==> src/pds_pkg.sv <==
// pds_pkg: shared types, constants and the byte-step divide function for the
// pll divider search block. No dependencies.
`default_nettype none

package pds_pkg;

  localparam int unsigned PMax      = 128;
  localparam int unsigned KCount    = PMax / 2;
  localparam int unsigned KW        = $clog2(KCount);
  localparam int unsigned DivBits   = 8;
  localparam int unsigned DivWidth  = 32;
  localparam int unsigned DivStages = DivWidth / DivBits;
  localparam int unsigned DvsW      = 7;

  localparam logic [31:0] QStepHz = 32'd240000000;
  localparam logic [4:0]  QBelow  = 5'd2;
  localparam logic [4:0]  QSat    = 5'd31;

  localparam logic [31:0] RstVinMin  = 32'd1000000;
  localparam logic [31:0] RstVinMax  = 32'd16000000;
  localparam logic [31:0] RstVoutMin = 32'd150000000;
  localparam logic [31:0] RstVoutMax = 32'd960000000;
  localparam logic [31:0] RstOutLim  = 32'd480000000;
  localparam logic [5:0]  RstMUpper  = 6'd63;
  localparam logic [9:0]  RstNLower  = 10'd4;
  localparam logic [9:0]  RstNUpper  = 10'd512;

  localparam logic [3:0] CfgVinMin  = 4'd0;
  localparam logic [3:0] CfgVinMax  = 4'd1;
  localparam logic [3:0] CfgVoutMin = 4'd2;
  localparam logic [3:0] CfgVoutMax = 4'd3;
  localparam logic [3:0] CfgOutLim  = 4'd4;
  localparam logic [3:0] CfgMUpper  = 4'd5;
  localparam logic [3:0] CfgNLower  = 4'd6;
  localparam logic [3:0] CfgNUpper  = 4'd7;

  typedef enum logic [1:0] {
    ST_OK      = 2'd0,
    ST_INVALID = 2'd1,
    ST_NOFIT   = 2'd2
  } status_e;

  typedef struct packed {
    logic [5:0]  m;
    logic [9:0]  n;
    logic [7:0]  p;
    logic [31:0] vco;
  } cand_tag_t;

  typedef struct packed {
    logic load;
    logic div_ref;
    logic n_init;
    logic mul;
    logic p_issue;
    logic n_next;
    logic m_next;
    logic q_init;
    logic q_step;
    logic finish;
  } cmd_t;

  typedef struct packed {
    logic bad_input;
    logic m_none;
    logic m_last;
    logic ref_done;
    logic vin_ok;
    logic n_none;
    logic n_last;
    logic vco_ok;
    logic k_last;
    logic exact;
    logic pipe_empty;
    logic q_done;
  } sts_t;

  // eight restoring steps: returns {remainder, quotient byte}
  function automatic logic [DvsW+DivBits-1:0] div_byte(input logic [DvsW-1:0] rem,
                                                        input logic [DivBits-1:0] bits,
                                                        input logic [DvsW-1:0] dvs);
    logic [DvsW:0]      r;
    logic [DivBits-1:0] q;
    r = {1'b0, rem};
    q = '0;
    for (int i = DivBits - 1; i >= 0; i--) begin
      r = {r[DvsW-1:0], bits[i]};
      if (r >= {1'b0, dvs}) begin
        r    = r - {1'b0, dvs};
        q[i] = 1'b1;
      end
    end
    return {r[DvsW-1:0], q};
  endfunction

endpackage

`default_nettype wire

==> src/pds_div.sv <==
// pds_div: pipelined 32-bit by 7-bit unsigned divider, one byte per stage.
// Depends on pds_pkg.
`default_nettype none

module pds_div (
  input  wire logic                  clk_i,
  input  wire logic                  rst_ni,
  input  wire logic                  in_valid_i,
  input  wire logic                  in_cand_i,
  input  wire logic [31:0]           in_num_i,
  input  wire logic [6:0]            in_dvs_i,
  input  wire pds_pkg::cand_tag_t    in_tag_i,
  output logic                       out_valid_o,
  output logic                       out_cand_o,
  output logic [31:0]                out_quo_o,
  output pds_pkg::cand_tag_t         out_tag_o,
  output logic                       busy_o
);

  typedef struct packed {
    logic                            cand;
    logic [pds_pkg::DivWidth-1:0]    num;
    logic [pds_pkg::DivWidth-1:0]    quo;
    logic [pds_pkg::DvsW-1:0]        rem;
    logic [pds_pkg::DvsW-1:0]        dvs;
    pds_pkg::cand_tag_t              tag;
  } stage_t;

  stage_t                          stg_q [pds_pkg::DivStages];
  stage_t                          stg_d [pds_pkg::DivStages];
  logic [pds_pkg::DivStages-1:0]   vld_q;

  always_comb begin
    stage_t                                    src;
    logic [pds_pkg::DvsW+pds_pkg::DivBits-1:0] step;
    for (int s = 0; s < pds_pkg::DivStages; s++) begin
      if (s == 0) begin
        src.cand = in_cand_i;
        src.num  = in_num_i;
        src.quo  = '0;
        src.rem  = '0;
        src.dvs  = in_dvs_i;
        src.tag  = in_tag_i;
      end else begin
        src = stg_q[s-1];
      end
      step = pds_pkg::div_byte(src.rem,
                               src.num[pds_pkg::DivWidth-1 -: pds_pkg::DivBits], src.dvs);
      stg_d[s]     = src;
      stg_d[s].num = src.num << pds_pkg::DivBits;
      stg_d[s].quo = {src.quo[pds_pkg::DivWidth-pds_pkg::DivBits-1:0],
                      step[pds_pkg::DivBits-1:0]};
      stg_d[s].rem = step[pds_pkg::DvsW+pds_pkg::DivBits-1:pds_pkg::DivBits];
    end
  end

  always_ff @(posedge clk_i or negedge rst_ni) begin
    if (!rst_ni) begin
      vld_q <= '0;
    end else begin
      vld_q <= {vld_q[pds_pkg::DivStages-2:0], in_valid_i};
    end
  end

  always_ff @(posedge clk_i) begin
    for (int s = 0; s < pds_pkg::DivStages; s++) begin
      stg_q[s] <= stg_d[s];
    end
  end

  assign out_valid_o = vld_q[pds_pkg::DivStages-1];
  assign out_cand_o  = stg_q[pds_pkg::DivStages-1].cand;
  assign out_quo_o   = stg_q[pds_pkg::DivStages-1].quo;
  assign out_tag_o   = stg_q[pds_pkg::DivStages-1].tag;
  assign busy_o      = |vld_q;

endmodule

`default_nettype wire

==> src/pds_datapath.sv <==
// pds_datapath: config registers, loop counters, candidate scoring, Q count
// and result registers. Depends on pds_pkg and pds_div.
`default_nettype none

module pds_datapath (
  input  wire logic          clk_i,
  input  wire logic          rst_ni,
  input  wire logic [31:0]   ref_hz_i,
  input  wire logic [31:0]   want_hz_i,
  input  wire logic          cfg_we_i,
  input  wire logic [3:0]    cfg_idx_i,
  input  wire logic [31:0]   cfg_wdata_i,
  input  wire pds_pkg::cmd_t cmd_i,
  output pds_pkg::sts_t      sts_o,
  output logic               done_o,
  output logic [1:0]         status_o,
  output logic [5:0]         div_m_o,
  output logic [9:0]         mul_n_o,
  output logic [7:0]         div_p_o,
  output logic [4:0]         div_q_o,
  output logic [7:0]         div_r_o
);

  logic [31:0] vin_min_q, vin_max_q, vout_min_q, vout_max_q, out_lim_q;
  logic [5:0]  m_upper_q;
  logic [9:0]  n_lower_q, n_upper_q;

  logic [31:0]            ref_q, want_q, vin_q;
  logic [5:0]             m_q;
  logic [9:0]             n_q;
  logic [pds_pkg::KW-1:0] k_q;
  logic [41:0]            prod_q;

  logic                   have_q, exact_q;
  logic [31:0]            best_err_q;
  pds_pkg::cand_tag_t     best_tag_q;

  logic                   e_valid_q, e_ok_q;
  logic [31:0]            e_err_q;
  pds_pkg::cand_tag_t     e_tag_q;

  logic [31:0]            qrem_q;
  logic [4:0]             qcnt_q;

  logic                   done_q;
  pds_pkg::status_e       res_status_q;
  logic [5:0]             res_m_q;
  logic [9:0]             res_n_q;
  logic [7:0]             res_p_q;
  logic [4:0]             res_q_q;

  logic                   dv_out_valid, dv_out_cand, dv_busy;
  logic [31:0]            dv_out_quo;
  pds_pkg::cand_tag_t     dv_out_tag;
  logic [31:0]            dv_num;
  logic [6:0]             dv_dvs;
  pds_pkg::cand_tag_t     dv_tag;
  logic [6:0]             k_val;
  logic [41:0]            prod_d;
  logic [32:0]            diff;
  logic [31:0]            err_d;
  logic                   take;
  logic                   bad_input;

  // config registers
  always_ff @(posedge clk_i or negedge rst_ni) begin
    if (!rst_ni) begin
      vin_min_q  <= pds_pkg::RstVinMin;
      vin_max_q  <= pds_pkg::RstVinMax;
      vout_min_q <= pds_pkg::RstVoutMin;
      vout_max_q <= pds_pkg::RstVoutMax;
      out_lim_q  <= pds_pkg::RstOutLim;
      m_upper_q  <= pds_pkg::RstMUpper;
      n_lower_q  <= pds_pkg::RstNLower;
      n_upper_q  <= pds_pkg::RstNUpper;
    end else if (cfg_we_i) begin
      unique case (cfg_idx_i)
        pds_pkg::CfgVinMin:  vin_min_q  <= cfg_wdata_i;
        pds_pkg::CfgVinMax:  vin_max_q  <= cfg_wdata_i;
        pds_pkg::CfgVoutMin: vout_min_q <= cfg_wdata_i;
        pds_pkg::CfgVoutMax: vout_max_q <= cfg_wdata_i;
        pds_pkg::CfgOutLim:  out_lim_q  <= cfg_wdata_i;
        pds_pkg::CfgMUpper:  m_upper_q  <= cfg_wdata_i[5:0];
        pds_pkg::CfgNLower:  n_lower_q  <= cfg_wdata_i[9:0];
        pds_pkg::CfgNUpper:  n_upper_q  <= cfg_wdata_i[9:0];
        default: ;
      endcase
    end
  end

  // divider operands: ref / m, or candidate vco / (2 * k_val) == (vco >> 1) / k_val
  assign k_val  = {1'b0, k_q} + 7'd1;
  assign prod_d = vin_q * n_q;
  assign dv_num = cmd_i.div_ref ? ref_q : {1'b0, prod_q[31:1]};
  assign dv_dvs = cmd_i.div_ref ? {1'b0, m_q} : k_val;
  assign dv_tag = '{m: m_q, n: n_q, p: {k_val, 1'b0}, vco: prod_q[31:0]};

  pds_div u_div (
    .clk_i       (clk_i),
    .rst_ni      (rst_ni),
    .in_valid_i  (cmd_i.div_ref | cmd_i.p_issue),
    .in_cand_i   (cmd_i.p_issue),
    .in_num_i    (dv_num),
    .in_dvs_i    (dv_dvs),
    .in_tag_i    (dv_tag),
    .out_valid_o (dv_out_valid),
    .out_cand_o  (dv_out_cand),
    .out_quo_o   (dv_out_quo),
    .out_tag_o   (dv_out_tag),
    .busy_o      (dv_busy)
  );

  assign diff  = {1'b0, dv_out_quo} - {1'b0, want_q};
  assign err_d = diff[32] ? (want_q - dv_out_quo) : diff[31:0];
  assign take  = e_valid_q && e_ok_q && !exact_q && (!have_q || (e_err_q < best_err_q));
  assign bad_input = (ref_q == '0) || (want_q == '0) || (want_q > out_lim_q);

  // loop counters and operands
  always_ff @(posedge clk_i) begin
    if (cmd_i.load) begin
      ref_q  <= ref_hz_i;
      want_q <= want_hz_i;
    end
    if (dv_out_valid && !dv_out_cand) begin
      vin_q <= dv_out_quo;
    end
    if (cmd_i.mul) begin
      prod_q <= prod_d;
    end
    if (cmd_i.n_init) begin
      n_q <= n_lower_q;
    end else if (cmd_i.n_next) begin
      n_q <= n_q + 10'd1;
    end
    if (cmd_i.load) begin
      m_q <= 6'd1;
    end else if (cmd_i.m_next) begin
      m_q <= m_q + 6'd1;
    end
    if (cmd_i.mul) begin
      k_q <= '0;
    end else if (cmd_i.p_issue) begin
      k_q <= k_q + 1'b1;
    end
  end

  // scoring stage and best candidate
  always_ff @(posedge clk_i or negedge rst_ni) begin
    if (!rst_ni) begin
      e_valid_q <= 1'b0;
      have_q    <= 1'b0;
      exact_q   <= 1'b0;
    end else begin
      e_valid_q <= dv_out_valid && dv_out_cand;
      if (cmd_i.load) begin
        have_q  <= 1'b0;
        exact_q <= 1'b0;
      end else if (take) begin
        have_q <= 1'b1;
        if (e_err_q == '0) begin
          exact_q <= 1'b1;
        end
      end
    end
  end

  always_ff @(posedge clk_i) begin
    e_err_q <= err_d;
    e_ok_q  <= dv_out_quo <= out_lim_q;
    e_tag_q <= dv_out_tag;
    if (take) begin
      best_err_q <= e_err_q;
      best_tag_q <= e_tag_q;
    end
    if (cmd_i.q_init) begin
      qrem_q <= have_q ? best_tag_q.vco : '0;
      qcnt_q <= '0;
    end else if (cmd_i.q_step) begin
      qrem_q <= qrem_q - pds_pkg::QStepHz;
      if (qcnt_q != pds_pkg::QSat) begin
        qcnt_q <= qcnt_q + 5'd1;
      end
    end
  end

  // result registers
  always_ff @(posedge clk_i or negedge rst_ni) begin
    if (!rst_ni) begin
      done_q <= 1'b0;
    end else begin
      done_q <= cmd_i.finish;
    end
  end

  always_ff @(posedge clk_i) begin
    if (cmd_i.finish) begin
      if (bad_input) begin
        res_status_q <= pds_pkg::ST_INVALID;
        res_m_q      <= '0;
        res_n_q      <= '0;
        res_p_q      <= '0;
        res_q_q      <= '0;
      end else if (!have_q) begin
        res_status_q <= pds_pkg::ST_NOFIT;
        res_m_q      <= '0;
        res_n_q      <= '0;
        res_p_q      <= '0;
        res_q_q      <= '0;
      end else begin
        res_status_q <= pds_pkg::ST_OK;
        res_m_q      <= best_tag_q.m;
        res_n_q      <= best_tag_q.n;
        res_p_q      <= best_tag_q.p;
        res_q_q      <= (qcnt_q == '0) ? pds_pkg::QBelow : qcnt_q;
      end
    end
  end

  assign sts_o.bad_input  = bad_input;
  assign sts_o.m_none     = (m_upper_q == '0);
  assign sts_o.m_last     = (m_q == m_upper_q);
  assign sts_o.ref_done   = dv_out_valid && !dv_out_cand;
  assign sts_o.vin_ok     = (vin_q >= vin_min_q) && (vin_q <= vin_max_q);
  assign sts_o.n_none     = (n_lower_q > n_upper_q);
  assign sts_o.n_last     = (n_q == n_upper_q);
  assign sts_o.vco_ok     = (prod_q[41:32] == '0) && (prod_q[31:0] >= vout_min_q) &&
                            (prod_q[31:0] <= vout_max_q);
  assign sts_o.k_last     = (k_q == '1);
  assign sts_o.exact      = exact_q;
  assign sts_o.pipe_empty = !dv_busy && !e_valid_q;
  assign sts_o.q_done     = (qrem_q < pds_pkg::QStepHz);

  assign done_o   = done_q;
  assign status_o = res_status_q;
  assign div_m_o  = res_m_q;
  assign mul_n_o  = res_n_q;
  assign div_p_o  = res_p_q;
  assign div_q_o  = res_q_q;
  assign div_r_o  = res_p_q;

  ap_fail_zero: assert property (@(posedge clk_i) disable iff (!rst_ni)
    done_q && (res_status_q != pds_pkg::ST_OK) |->
      (res_m_q == '0) && (res_n_q == '0) && (res_p_q == '0) && (res_q_q == '0))
    else $error("failed result carries nonzero fields");

  ap_p_even: assert property (@(posedge clk_i) disable iff (!rst_ni)
    done_q && (res_status_q == pds_pkg::ST_OK) |->
      (res_p_q != '0) && !res_p_q[0] && (res_m_q != '0))
    else $error("ok result with bad divider values");

  ap_exact_have: assert property (@(posedge clk_i) disable iff (!rst_ni)
    exact_q |-> have_q)
    else $error("exact match flagged without a best candidate");

  ap_strobe: assert property (@(posedge clk_i) disable iff (!rst_ni)
    done_q |=> !done_q)
    else $error("result strobe longer than one cycle");

endmodule

`default_nettype wire

==> src/pds_ctrl.sv <==
// pds_ctrl: state machine that sequences the M, N and P loops, drain,
// Q count and result. Depends on pds_pkg.
`default_nettype none

module pds_ctrl (
  input  wire logic          clk_i,
  input  wire logic          rst_ni,
  input  wire logic          start,
  output logic               busy,
  input  wire pds_pkg::sts_t sts_i,
  output pds_pkg::cmd_t      cmd_o
);

  typedef enum logic [3:0] {
    S_IDLE,
    S_CHECK,
    S_MDIV,
    S_MWAIT,
    S_MCHK,
    S_NMUL,
    S_NCHK,
    S_PRUN,
    S_NNEXT,
    S_MNEXT,
    S_DRAIN,
    S_QRUN,
    S_DONE
  } state_e;

  state_e state_q, state_d;
  logic   busy_q, busy_d;

  always_comb begin
    state_d = state_q;
    busy_d  = busy_q;
    cmd_o   = '0;
    unique case (state_q)
      S_IDLE: begin
        if (start) begin
          cmd_o.load = 1'b1;
          busy_d     = 1'b1;
          state_d    = S_CHECK;
        end
      end
      S_CHECK: begin
        if (sts_i.bad_input) begin
          state_d = S_DONE;
        end else if (sts_i.m_none) begin
          state_d = S_DRAIN;
        end else begin
          state_d = S_MDIV;
        end
      end
      S_MDIV: begin
        cmd_o.div_ref = 1'b1;
        state_d       = S_MWAIT;
      end
      S_MWAIT: begin
        if (sts_i.ref_done) begin
          state_d = S_MCHK;
        end
      end
      S_MCHK: begin
        if (sts_i.vin_ok && !sts_i.n_none) begin
          cmd_o.n_init = 1'b1;
          state_d      = S_NMUL;
        end else begin
          state_d = S_MNEXT;
        end
      end
      S_NMUL: begin
        cmd_o.mul = 1'b1;
        state_d   = S_NCHK;
      end
      S_NCHK: begin
        state_d = sts_i.vco_ok ? S_PRUN : S_NNEXT;
      end
      S_PRUN: begin
        if (sts_i.exact) begin
          state_d = S_DRAIN;
        end else begin
          cmd_o.p_issue = 1'b1;
          if (sts_i.k_last) begin
            state_d = S_NNEXT;
          end
        end
      end
      S_NNEXT: begin
        if (sts_i.exact) begin
          state_d = S_DRAIN;
        end else if (sts_i.n_last) begin
          state_d = S_MNEXT;
        end else begin
          cmd_o.n_next = 1'b1;
          state_d      = S_NMUL;
        end
      end
      S_MNEXT: begin
        if (sts_i.exact || sts_i.m_last) begin
          state_d = S_DRAIN;
        end else begin
          cmd_o.m_next = 1'b1;
          state_d      = S_MDIV;
        end
      end
      S_DRAIN: begin
        if (sts_i.pipe_empty) begin
          cmd_o.q_init = 1'b1;
          state_d      = S_QRUN;
        end
      end
      S_QRUN: begin
        if (sts_i.q_done) begin
          state_d = S_DONE;
        end else begin
          cmd_o.q_step = 1'b1;
        end
      end
      S_DONE: begin
        cmd_o.finish = 1'b1;
        busy_d       = 1'b0;
        state_d      = S_IDLE;
      end
      default: begin
        state_d = S_IDLE;
      end
    endcase
  end

  always_ff @(posedge clk_i or negedge rst_ni) begin
    if (!rst_ni) begin
      state_q <= S_IDLE;
      busy_q  <= 1'b0;
    end else begin
      state_q <= state_d;
      busy_q  <= busy_d;
    end
  end

  assign busy = busy_q;

  ap_idle_empty: assert property (@(posedge clk_i) disable iff (!rst_ni)
    (state_q == S_IDLE) |-> sts_i.pipe_empty)
    else $error("divider pipeline busy while idle");

  ap_no_issue_after_exact: assert property (@(posedge clk_i) disable iff (!rst_ni)
    cmd_o.p_issue |-> !sts_i.exact)
    else $error("candidate issued after exact match");

  ap_busy_idle: assert property (@(posedge clk_i) disable iff (!rst_ni)
    busy_q == (state_q != S_IDLE))
    else $error("busy out of step with state");

endmodule

`default_nettype wire

==> src/pll_divider_search_top.sv <==
// pll_divider_search_top: top level of the pll divider search block.
// Depends on pds_pkg, pds_ctrl, pds_datapath (and pds_div below it).
//
//  channel   | handshake              | payload
//  ----------+------------------------+------------------------------------------
//  request   | start, busy            | ref_hz_i, want_hz_i
//  result    | done_o (one cycle)     | status_o, div_m_o, mul_n_o, div_p_o,
//            |                        | div_q_o, div_r_o
//  config    | cfg_we_i               | cfg_idx_i, cfg_wdata_i
//
// A request runs the M loop; for each M whose divided reference is in range, the N
// loop; and for each N whose VCO is in range, the P loop over every even P from 2 to
// 128; then drain, Q count and result. An invalid request goes straight to the result.
// The P loop feeds one candidate a cycle into a four-stage byte-serial divider. An
// exact match ends the search early. Reset needs no clearing pass; the receiver
// cannot stall results.
`default_nettype none

module pll_divider_search_top (
  input  wire logic        clk_i,
  input  wire logic        rst_ni,
  input  wire logic        start,
  output logic             busy,
  input  wire logic [31:0] ref_hz_i,
  input  wire logic [31:0] want_hz_i,
  input  wire logic        cfg_we_i,
  input  wire logic [3:0]  cfg_idx_i,
  input  wire logic [31:0] cfg_wdata_i,
  output logic             done_o,
  output logic [1:0]       status_o,
  output logic [5:0]       div_m_o,
  output logic [9:0]       mul_n_o,
  output logic [7:0]       div_p_o,
  output logic [4:0]       div_q_o,
  output logic [7:0]       div_r_o
);

  pds_pkg::cmd_t cmd;
  pds_pkg::sts_t sts;

  pds_ctrl u_ctrl (
    .clk_i  (clk_i),
    .rst_ni (rst_ni),
    .start  (start),
    .busy   (busy),
    .sts_i  (sts),
    .cmd_o  (cmd)
  );

  pds_datapath u_dp (
    .clk_i       (clk_i),
    .rst_ni      (rst_ni),
    .ref_hz_i    (ref_hz_i),
    .want_hz_i   (want_hz_i),
    .cfg_we_i    (cfg_we_i),
    .cfg_idx_i   (cfg_idx_i),
    .cfg_wdata_i (cfg_wdata_i),
    .cmd_i       (cmd),
    .sts_o       (sts),
    .done_o      (done_o),
    .status_o    (status_o),
    .div_m_o     (div_m_o),
    .mul_n_o     (mul_n_o),
    .div_p_o     (div_p_o),
    .div_q_o     (div_q_o),
    .div_r_o     (div_r_o)
  );

endmodule

`default_nettype wire

==> config.mk <==
export PLATFORM = sky130hd
export DESIGN_NAME = pll_divider_search_top
export DESIGN_NICKNAME = d
export VERILOG_FILES = /design/src/pds_pkg.sv /design/src/pds_div.sv /design/src/pds_datapath.sv /design/src/pds_ctrl.sv /design/src/pll_divider_search_top.sv
export SDC_FILE = /design/constraint.sdc
export NUM_CORES = 2
export LEC_CHECK = 0
export ABC_AREA = 1
export BUFFER_PORTS_ARGS = -buffer_cell sky130_fd_sc_hd__buf_2
export CORE_ASPECT_RATIO = 1.25
export CORE_MARGIN = 4
export CORE_UTILIZATION = 55
export CTS_CLUSTER_SIZE = 20
export DETAILED_ROUTE_END_ITERATION = 10
export PLACE_DENSITY = 0.69
export SLEW_MARGIN = 20
export SYNTH_ARGS = -nofsm -noshare
export SYNTH_HDL_FRONTEND = slang
export SYNTH_SLANG_ARGS = --single-unit
==> constraint.sdc <==
create_clock -name clk_i -period 18.1 [get_ports clk_i]
set_input_delay 0 -clock clk_i [delete_from_list [all_inputs] [get_ports clk_i]]
set_output_delay 0 -clock clk_i [all_outputs]
set_load 0.005 [all_outputs]
==> impl_results.md <==
- Status: complete, no violations
- # rows: ~130
- DIE AREA: roughly 0.11 sq mm
- H-tree depth: 3
- Worst path buffer plus inverter count: 11
- DR WL/cell: around 19 um
- Vias in the first global route: 43900
- CP dominant cell by count: o21ai_0
- Synthesized instance count: approximately 6500
- Avg Inst Size Synth: a little under 9 sq um
- CORE AREA: slightly above 0.1 sq mm
- Arrival @ worst endpoint: approximately 17 ns
- Vias: between 40000 and 50000
- Critical path's slowest cell: a221oi_1
- Yosys warns: 0
- Area of the multi-input gates: roughly 0.03 sq mm
- Crit Path Class: register to register
- Fin area: between 0.06 and 0.07 sq mm
- Share of layout cells above drive strength 1: under 10%
- Ys async rst share: 21.5%
- MaxCap Viol Count: 0
- Hold Path Class: input port to register
- Initial DRC count: around 3100
- Mapped Area: about 0.057 sq mm
- First-pass GRT wire length: between 200000 and 250000 um
- IO Count: ~150
- Crit path time final: ~16 ns
- Max-slew headroom: between 20 and 30%
- Nets: roughly 7700
- GRT Residual Overflow: 0
- Crit Path Max Fanout: 57
- CP endpoint kind: register
- Family with the most delay on the worst path: compound AO/OA/AOI/OAI gates
- Residual DRC: 0
- Die width: 296 um
- Slew Viols, Final: 0
- RSZ-0062 raised after global routing: no
- Buffers on Ports: between 100 and 150
- Finish-stage setup viols: 0
- Critical Path Max Stage Delay: 0.52 ns
- Root Buffer: clkbuf_16
- Clk_skew: about 0.050 ns
- Reg clk slew, reported paths: 0.07 ns
- Post-synth EDFFs: between 200 and 300
- Total GRT Usage: between 20% and 30%
- Placer Congestion: ~0.96
- Via density: 5.43
- CTS resizes: 0
- Final core occ: between 60% and 70%
- Critical Path RT: 18.71 ns
- FF+latch count, synth: between 900 and 1000
- Max Root-Sink Buffers: 3
- Initial Utilization: 55.3%
- Die height: approximately 370 um
- Tcrit/Tclk final: 87.8%
- Clock sinks: 925
- Final hold vios: 0
- Placement Setup Slack: about 2.4 ns
- CTS tree: yes
- Synth-to-layout area growth: 10.9%
- Startpoint Class: register
- Sequential cell area fraction in the yosys report: about two fifths
- Final wirelength: about 150000 um
- Post-DP Area: approximately 0.06 sq mm
- Initial antenna violation count: 12
- Synth Flop Type: dfxtp_1
- Routed Antenna Nets: 0
- Drt pass-1 iters: 6
- Pin count of the biggest net entering global routing: 69
- Max Clock Freq: roughly 63 MHz
- Fillers: between 8000 and 9000
- Register Area: ~0.022 sq mm
- Num CTS Buffers: 91
- Fin worst setup slack: approximately 2.2 ns
- Setup TNS: 0 ns
- Clk Latency, worst-skew pair: roughly 0.68 ns
- Worst Tran Pin Value: 1.08 ns
- Post-synthesis cell type count: just under 80
- HPWL after DPL: around 120000 um
## state kept, by name, indices dropped and copies added (netlist names), 42 cells and up
| signal | count |
|---|---|
| u_dp.prod_q | 42 |
| u_dp.e_tag_q | 45 |
| u_dp.u_div.stg_q | 354 |
| u_dp.best_tag_q | 45 |
## timing repair
action,CTS,global route
setup endpoints to repair,0,0
hold endpoints to repair,311,0
hold buffers,100,0
setup buffers,0,0
## worst paths after layout
kind	start	to	slack [ns]	cells after the start
max	u_ctrl.state_q[1]$_DFFE_PN0P_	u_dp.u_div.stg_q[0][69]$_DFF_P_	2.21	89
min	ref_hz_i[1]	u_dp.ref_q[1]$_DFFE_PP_	0.04	2
max reg2reg	u_ctrl.state_q[1]$_DFFE_PN0P_	u_dp.u_div.stg_q[0][69]$_DFF_P_	2.21	89
min reg2reg	u_dp.u_div.stg_q[0][24]$_DFF_P_	u_dp.u_div.stg_q[1][24]$_DFF_P_	0.31	0
max in group asynchronous	rst_ni	u_dp.have_q$_DFFE_PN0P_	16.50	4
min in group asynchronous	rst_ni	u_dp.out_lim_q[26]$_DFFE_PN1P_	0.58	3
## layout make-up
cell class | count | area share [%]
Multi-Input combinational cell | 4276 | 47.3
Sequential cell | 925 | 35.2
Inverter | 1143 | 6.76
Clock buffer | 128 | 4.32
Timing Repair Buffer | 272 | 3.09
Tap cell | 1340 | 2.64
Clock inverter | 43 | 0.639
Antenna cell | 3 | 0.0118
## metrics by stage
| step | instances | hold slack [ns] |
|---|---|---|
| after CTS | 8127 | 0.000814 |
| after floorplan | 6493 | -0.296 |
| after global routing | 8128 | 0.0174 |
| final | 8130 | 0.0354 |
| after detailed placement | 7856 | 0.0840 |
| after global placement | 7856 | 0.0695 |
## cell families (layout without fill, tap and decap cells)
| group | count (synthesis) | in the layout | share of synthesized area, % |
|---|---|---|---|
| xor gates and xnor gates | 225 | 225 | 3.44 |
| muxes | 10 | 10 | 0.179 |
| DFF | 925 | 925 | 39.1 |
| other | 1 | 5 | 0.00655 |
| and+or+nand+nor | 2038 | 2038 | 15.2 |
| adders and majority gates | 869 | 869 | 22.5 |
| buffers and inverters | 1292 | 1586 | 8.60 |
| AOI/OAI and AO/OA | 1132 | 1132 | 10.9 |
## routing by layer
metal	track usage (%)	up-vias	share of wire, %
li1	-	21500	-
met1	34.4	20900	39
met2	49.0	1358	49
met3	3.85	425	6.0
met4	14.5	2	6.1
met5	0	-	0.010
## synthesized netlist by cell type, types with 132 or more instances
cell type,instances,area (sq um)
a21oi_1,394,1970
dfrtp_1,147,3680
dfxtp_1,449,8990
edfxtp_1,277,8320
fa_1,270,5410
ha_1,599,7490
inv_1,1122,4210
nand2_1,1375,5160
nand3_1,132,661
nor2_1,267,1000
o21ai_0,511,2560
xor2_1,152,1330
## worst reg2reg max path: cells and delay by family (launching register included)
kind | cells | cell delay, ns
AO/OA/AOI/OAI | 36 | 7.05
adder cells (fa/ha/maj) | 8 | 2.56
buffers and inverters | 11 | 1.48
flip-flops | 1 | 0.45
AND/OR/NAND/NOR | 34 | 4.29
## cell usage in the layout, fill, tap and decap left out, types with 11 or more instances in the layout
cell           netlist  final
clkbuf_1            94     14
o21ai_1             22     22
xor2_1             152    152
o21bai_1            19     19
dfrtp_1            147    146
nand3b_1            13     13
o211ai_1            11     11
xnor2_1             73     73
dlygate4sd3_1        0     99
buf_2                1    141
ha_1               599    599
clkinv_2             0     15
nor3_1              45     43
nor4_1              38     38
a211oi_1            19     19
fa_1               270    270
nand4_1             60     60
dfxtp_1            449    449
a21oi_1            394    393
inv_2               19     19
edfxtp_1           277    277
a21boi_0            11     11
nor2_1             267    265
clkbuf_16            0    100
o21a_1              25     25
a21o_1              18     18
o21ai_0            511    511
buf_4               13     30
or2_2               20     20
nand3_2             20     24
inv_1             1122   1122
nand2_1           1375   1374
clkbuf_8             0     14
nand3_1            132    128
dfstp_2             52     52
a31oi_1             22     22
nand2_2             16     16
Power is left out: the tool's default activity adds up to more than one toggle a clock period on the data nets, which glitch-free logic cannot reach.
